## src/rtl/rc4_pkg.sv

```systemverilog
// ----------------------------------------------------------------------------
// rc4_pkg
// Shared types and constants of the RC4 engine: function codes, sequencer
// states, the result word and the key store control group.
// ----------------------------------------------------------------------------
package rc4_pkg;

  localparam int SBOX_ENTRIES            = 256;
  localparam int SBOX_AW                 = $clog2(SBOX_ENTRIES);
  localparam int KEY_STORE_DEPTH_DEFAULT = 256;
  localparam int KEY_LEN_W               = 9;
  localparam logic [KEY_LEN_W-1:0] KEY_LEN_RESET = 9'd16;

  typedef logic [7:0]         byte_t;
  typedef logic [SBOX_AW-1:0] sbox_addr_t;

  typedef enum logic [1:0] {
    FUNC_LOAD  = 2'd0,
    FUNC_SCHED = 2'd1,
    FUNC_CRYPT = 2'd2
  } func_t;

  typedef enum logic [3:0] {
    ST_IDLE,
    ST_INIT,
    ST_KS_A,
    ST_KS_B,
    ST_KS_C,
    ST_KS_D,
    ST_DONE,
    ST_CR_J,
    ST_CR_T,
    ST_CR_W
  } state_t;

  typedef struct packed {
    byte_t out_byte;
    logic  last_out;
    logic  sched_done;
  } out_word_t;

  typedef struct packed {
    logic  wr_en;
    byte_t wr_index;
    byte_t wr_data;
    logic  restart;
    logic  advance;
  } key_ctl_t;

endpackage

```

## src/rtl/rc4_key_store.sv

```systemverilog
// ----------------------------------------------------------------------------
// rc4_key_store
// Key byte RAM with a registered read at the cyclic key position, which
// wraps at the effective key length during the key schedule.
// ----------------------------------------------------------------------------
module rc4_key_store #(
  parameter int KEY_STORE_DEPTH = rc4_pkg::KEY_STORE_DEPTH_DEFAULT
) (
  input  logic                          clk,
  input  logic                          rst,
  input  rc4_pkg::key_ctl_t             ctl,
  input  logic [rc4_pkg::KEY_LEN_W-1:0] key_length,
  output rc4_pkg::byte_t                rd_data
);
  import rc4_pkg::*;

  localparam int KW = (KEY_STORE_DEPTH > 1) ? $clog2(KEY_STORE_DEPTH) : 1;
  localparam logic [KEY_LEN_W-1:0] DEPTH_L = KEY_LEN_W'(KEY_STORE_DEPTH);

  byte_t                key_mem [KEY_STORE_DEPTH];
  logic [KW-1:0]        key_pos;
  logic [KW-1:0]        key_pos_next;
  logic [KEY_LEN_W-1:0] eff_len;
  logic [KEY_LEN_W-1:0] pos_inc;
  logic                 wr_ok;

  assign eff_len = (key_length == '0 || key_length > DEPTH_L) ? DEPTH_L : key_length;
  assign pos_inc = KEY_LEN_W'(key_pos) + 1'b1;
  assign wr_ok   = ctl.wr_en && ({1'b0, ctl.wr_index} < DEPTH_L);

  always_comb begin
    if (ctl.restart) begin
      key_pos_next = '0;
    end else if (ctl.advance) begin
      key_pos_next = (pos_inc >= eff_len) ? '0 : pos_inc[KW-1:0];
    end else begin
      key_pos_next = key_pos;
    end
  end

  always_ff @(posedge clk) begin
    if (rst) begin
      key_pos <= '0;
    end else begin
      key_pos <= key_pos_next;
    end
  end

  always_ff @(posedge clk) begin
    if (wr_ok) begin
      key_mem[ctl.wr_index[KW-1:0]] <= ctl.wr_data;
    end
    rd_data <= key_mem[key_pos];
  end

endmodule

```

## config.mk

```make
export PLATFORM = sky130hd
export DESIGN_NAME = rc4_key_store
export DESIGN_NICKNAME = d
export VERILOG_FILES = /design/src/rtl/rc4_pkg.sv /design/src/rtl/rc4_key_store.sv
export SDC_FILE = /design/constraint.sdc
export NUM_CORES = 2
export LEC_CHECK = 0
export ABC_AREA = 1
export BUFFER_PORTS_ARGS = -buffer_cell sky130_fd_sc_hd__buf_4
export CAP_MARGIN = 20
export CORE_MARGIN = 2
export CORE_UTILIZATION = 40
export CTS_CLUSTER_SIZE = 14
export DETAILED_ROUTE_END_ITERATION = 12
export GPL_ROUTABILITY_DRIVEN = 0
export PLACE_DENSITY = 0.62
export SLEW_MARGIN = 30
export SYNTH_ARGS = -nofsm -noshare
export SYNTH_HDL_FRONTEND = slang
export SYNTH_SLANG_ARGS = --single-unit
```

## constraint.sdc

```tcl
create_clock -name clk -period 4.4 [get_ports clk]
set_input_delay 0.22 -clock clk [delete_from_list [all_inputs] [get_ports clk]]
set_output_delay 0.22 -clock clk [all_outputs]
set_load 0.01 [all_outputs]
```

==> flow_summary.yaml <==
final_layout:
  stdcell_count: 11100
  layout_commonest_cell: "nand2_1"
  seq_area_um2: 61800
  layout_common_cells: "nand2_1 (2300), edfxtp_1 (2048), nor2_1 (1245)"
  fillers: 20000
  drive_above_1_share_pct: 5.79
  areaGrowthSynthToFinish_pct: 11.1
  multi_input_area_um2: 20700
  nNetsFinal: 8068
critical_path:
  cp_slowest_stage_delay_ns: 0.68
  start_kind: "flop"
  path_class: "reg2reg"
  endpoint_kind: "flop"
  cp_data_arrival_time_ns: 4.49
  path_delay_family: "buffers and inverters"
  crit_chain: "clkinv_1 -> xor2_1 -> ha_1 -> nand2_1 -> o21ai_0 -> a21oi_1 -> o221ai_1 -> nor2_1 -> o21ai_0 -> nor2_1 -> dlygate4sd3_1"
  crit_path_top_delay_cell: "clkinv_1"
  path_max_fanout: 10
  path_buf_inv: 2
  required_ns: 5.19
clocking:
  clock_latency_ns: 0.86
  clk_pin_slew_ns: 0.06
  numCtsBuffers: 206
  cts_tree: "yes"
  cts_sinks: 2064
  postCtsSetupRepairBufs: 0
  cts_resized: 0
  h-tree-depth: 4
  clockBufferDepth: 3
  holdBufCountCts: 12
  cts_root_buf: "clkbuf_16"
synth:
  synth-seq-cells: 2064
  syn-num-nets: 8174
  ys_types: 31
  yosysTopAreaCell: "edfxtp_1"
  synth_area_leaders: "edfxtp_1 (70%), nand2_1 (9.9%), nor2_1 (5.4%)"
  synth_seq_area_share_pct: 70.8
  syn-cell-area_um2: 87300
  ys_warn_count: 0
  avgSynthCellArea_um2: 10.7
  netlist.area_leader.share_pct: 70.4
  synthCells: 8133
route:
  dr.pass1.iters: 6
  drtIter0Drc: 6421
  drc: 0
  vias_per_cell: 5.23
  postRouteAntennaNets: 0
  vias: 57900
  wl_per_cell_um: 21.5
  drt-total-wl_um: 238000
pwr:
  p_leak_nw: 36.2
  power_density_nw_per_um2: 420
  total_power_mw: 40.7
  ir_drop_mv: 0.430
floorplan:
  rows: 171
  design.die.area_um2: 222000
  initial_core_util_pct: 40.2
  die_h_um: 471
  core_area_um2: 217000
  io_pins: 38
  die_w_um: 471
global_route:
  grt_pass1_vias: 55900
  antenna_found_initial: 7
  grt_pass1_wl_um: 356000
  grt_usage_pct: 21.1
  grt_max_degree: 210
  overflow: 0
sta:
  setup_viol: 0
  whs_ns: 0.191
  tightest_slew_ns: 1.03
  post-route-period-util_pct: 83.9
  finalMaxSlewViolations: 0
  worst_clock_skew_ns: 0.0504
  layout_min_cycle_time_ns: 3.69
  fin_setup_tns_ns: 0
  grt_setup_unrepaired: "false"
  slew_headroom_pct: 31.1
  fmax_ghz: 0.271
  layout_setup_ws_ns: 0.708
  hold_viol: 0
place:
  dp_slack_ns: 0.979
  dp_hpwl_um: 133000
  dp.cells: 10700
  io_buffers: 37
hold_path:
  min_path_type: "in2reg"
run_status:
  outcome: "complete, no violations"
run:
  maxCapViolCount: 0
## cell type report
| class | instances | area share (%) |
|---|---|---|
| Antenna cell | 4 | 0.0103 |
| Clock inverter | 125 | 1.20 |
| Inverter | 655 | 2.58 |
| Multi-Input combinational cell | 4951 | 21.3 |
| Clock buffer | 265 | 5.70 |
| Timing Repair Buffer | 149 | 1.76 |
| Tap cell | 2854 | 3.68 |
| Sequential cell | 2064 | 63.7 |
## layer usage
| metal | global-route usage [%] | share of wire (%) | vias to the layer above |
|---|---|---|---|
| met5 | 0 | 0.0096 | - |
| met4 | 7.76 | 3.7 | 4 |
| met3 | 3.13 | 7.4 | 418 |
| met2 | 34.0 | 47 | 2248 |
| met1 | 28.9 | 42 | 28400 |
| li1 | - | - | 26900 |
## report_power, final
part / switching, mW / total (mW) / internal, mW
Combinational: 1.24 / 1.61 / 0.368
Sequential: 0.0294 / 21.7 / 21.7
Clock: 7.63 / 17.4 / 9.80
## through the flow
stage	utilization (%)	area [um2]
global placement	41.5	90100
floorplan	-	87300
global route	44.7	97000
CTS	44.7	97000
finish	44.7	97000
detailed placement	41.6	90100
## flip-flops by register name, indices dropped and copies added, names as in the netlist
signal / flops
key_pos: 8
rd_data: 8
key_mem: 2048
## worst reg2reg max path, cell delays in order (launching register included)
cell and delay (ns):
dfxtp_1 0.35, clkinv_1 0.68, xor2_1 0.60, ha_1 0.32, nand2_1 0.09, o21ai_0 0.10, a21oi_1 0.15, o221ai_1 0.14
nor2_1 0.39, o21ai_0 0.14, nor2_1 0.12, dlygate4sd3_1 0.55
## final timing paths
kind	start	to	slack, ns	cells after the start
setup / recovery	key_pos[7]	key_pos[0]	0.71	11
setup reg to reg	key_pos[7]	key_pos[0]	0.71	11
hold reg to reg	key_pos[7]	key_pos[7]	0.50	2
hold / removal	ctl[18]	key_mem[184][2]	0.19	3
## synthesized netlist by cell type
library cell  instances
inv_2                 2
buf_1                67
inv_6                 1
buf_2               140
dfxtp_1              16
buf_12                1
nand2_2               1
nand4_1               1
buf_8                 1
inv_1               643
buf_6                25
nor2_1             1249
clkinv_1              9
clkbuf_2              1
nand2_1            2305
clkbuf_1            163
o21ai_0             480
o22ai_1               2
buf_4                65
edfxtp_1           2048
a21oi_1              99
nor3_1                1
o211ai_1             70
xor2_1                5
nor2_2                1
nand3_1             666
o21ai_1              37
ha_1                 11
o221ai_1              1
nor4_1                2
or2_2                20
## cells by family (layout without fill, tap and decap cells)
| family | Yosys count | after routing | share of synthesized area, % |
|---|---|---|---|
| fa+ha+maj | 11 | 11 | 0.158 |
| flops | 2064 | 2064 | 70.8 |
| xor+xnor | 5 | 5 | 0.0502 |
| compound gates | 689 | 689 | 4.16 |
| other cells | 0 | 4 | 0 |
| buf+inv | 1118 | 1194 | 5.54 |
| simple gates | 4246 | 4246 | 19.3 |
Power figures use the tool's default switching activity.
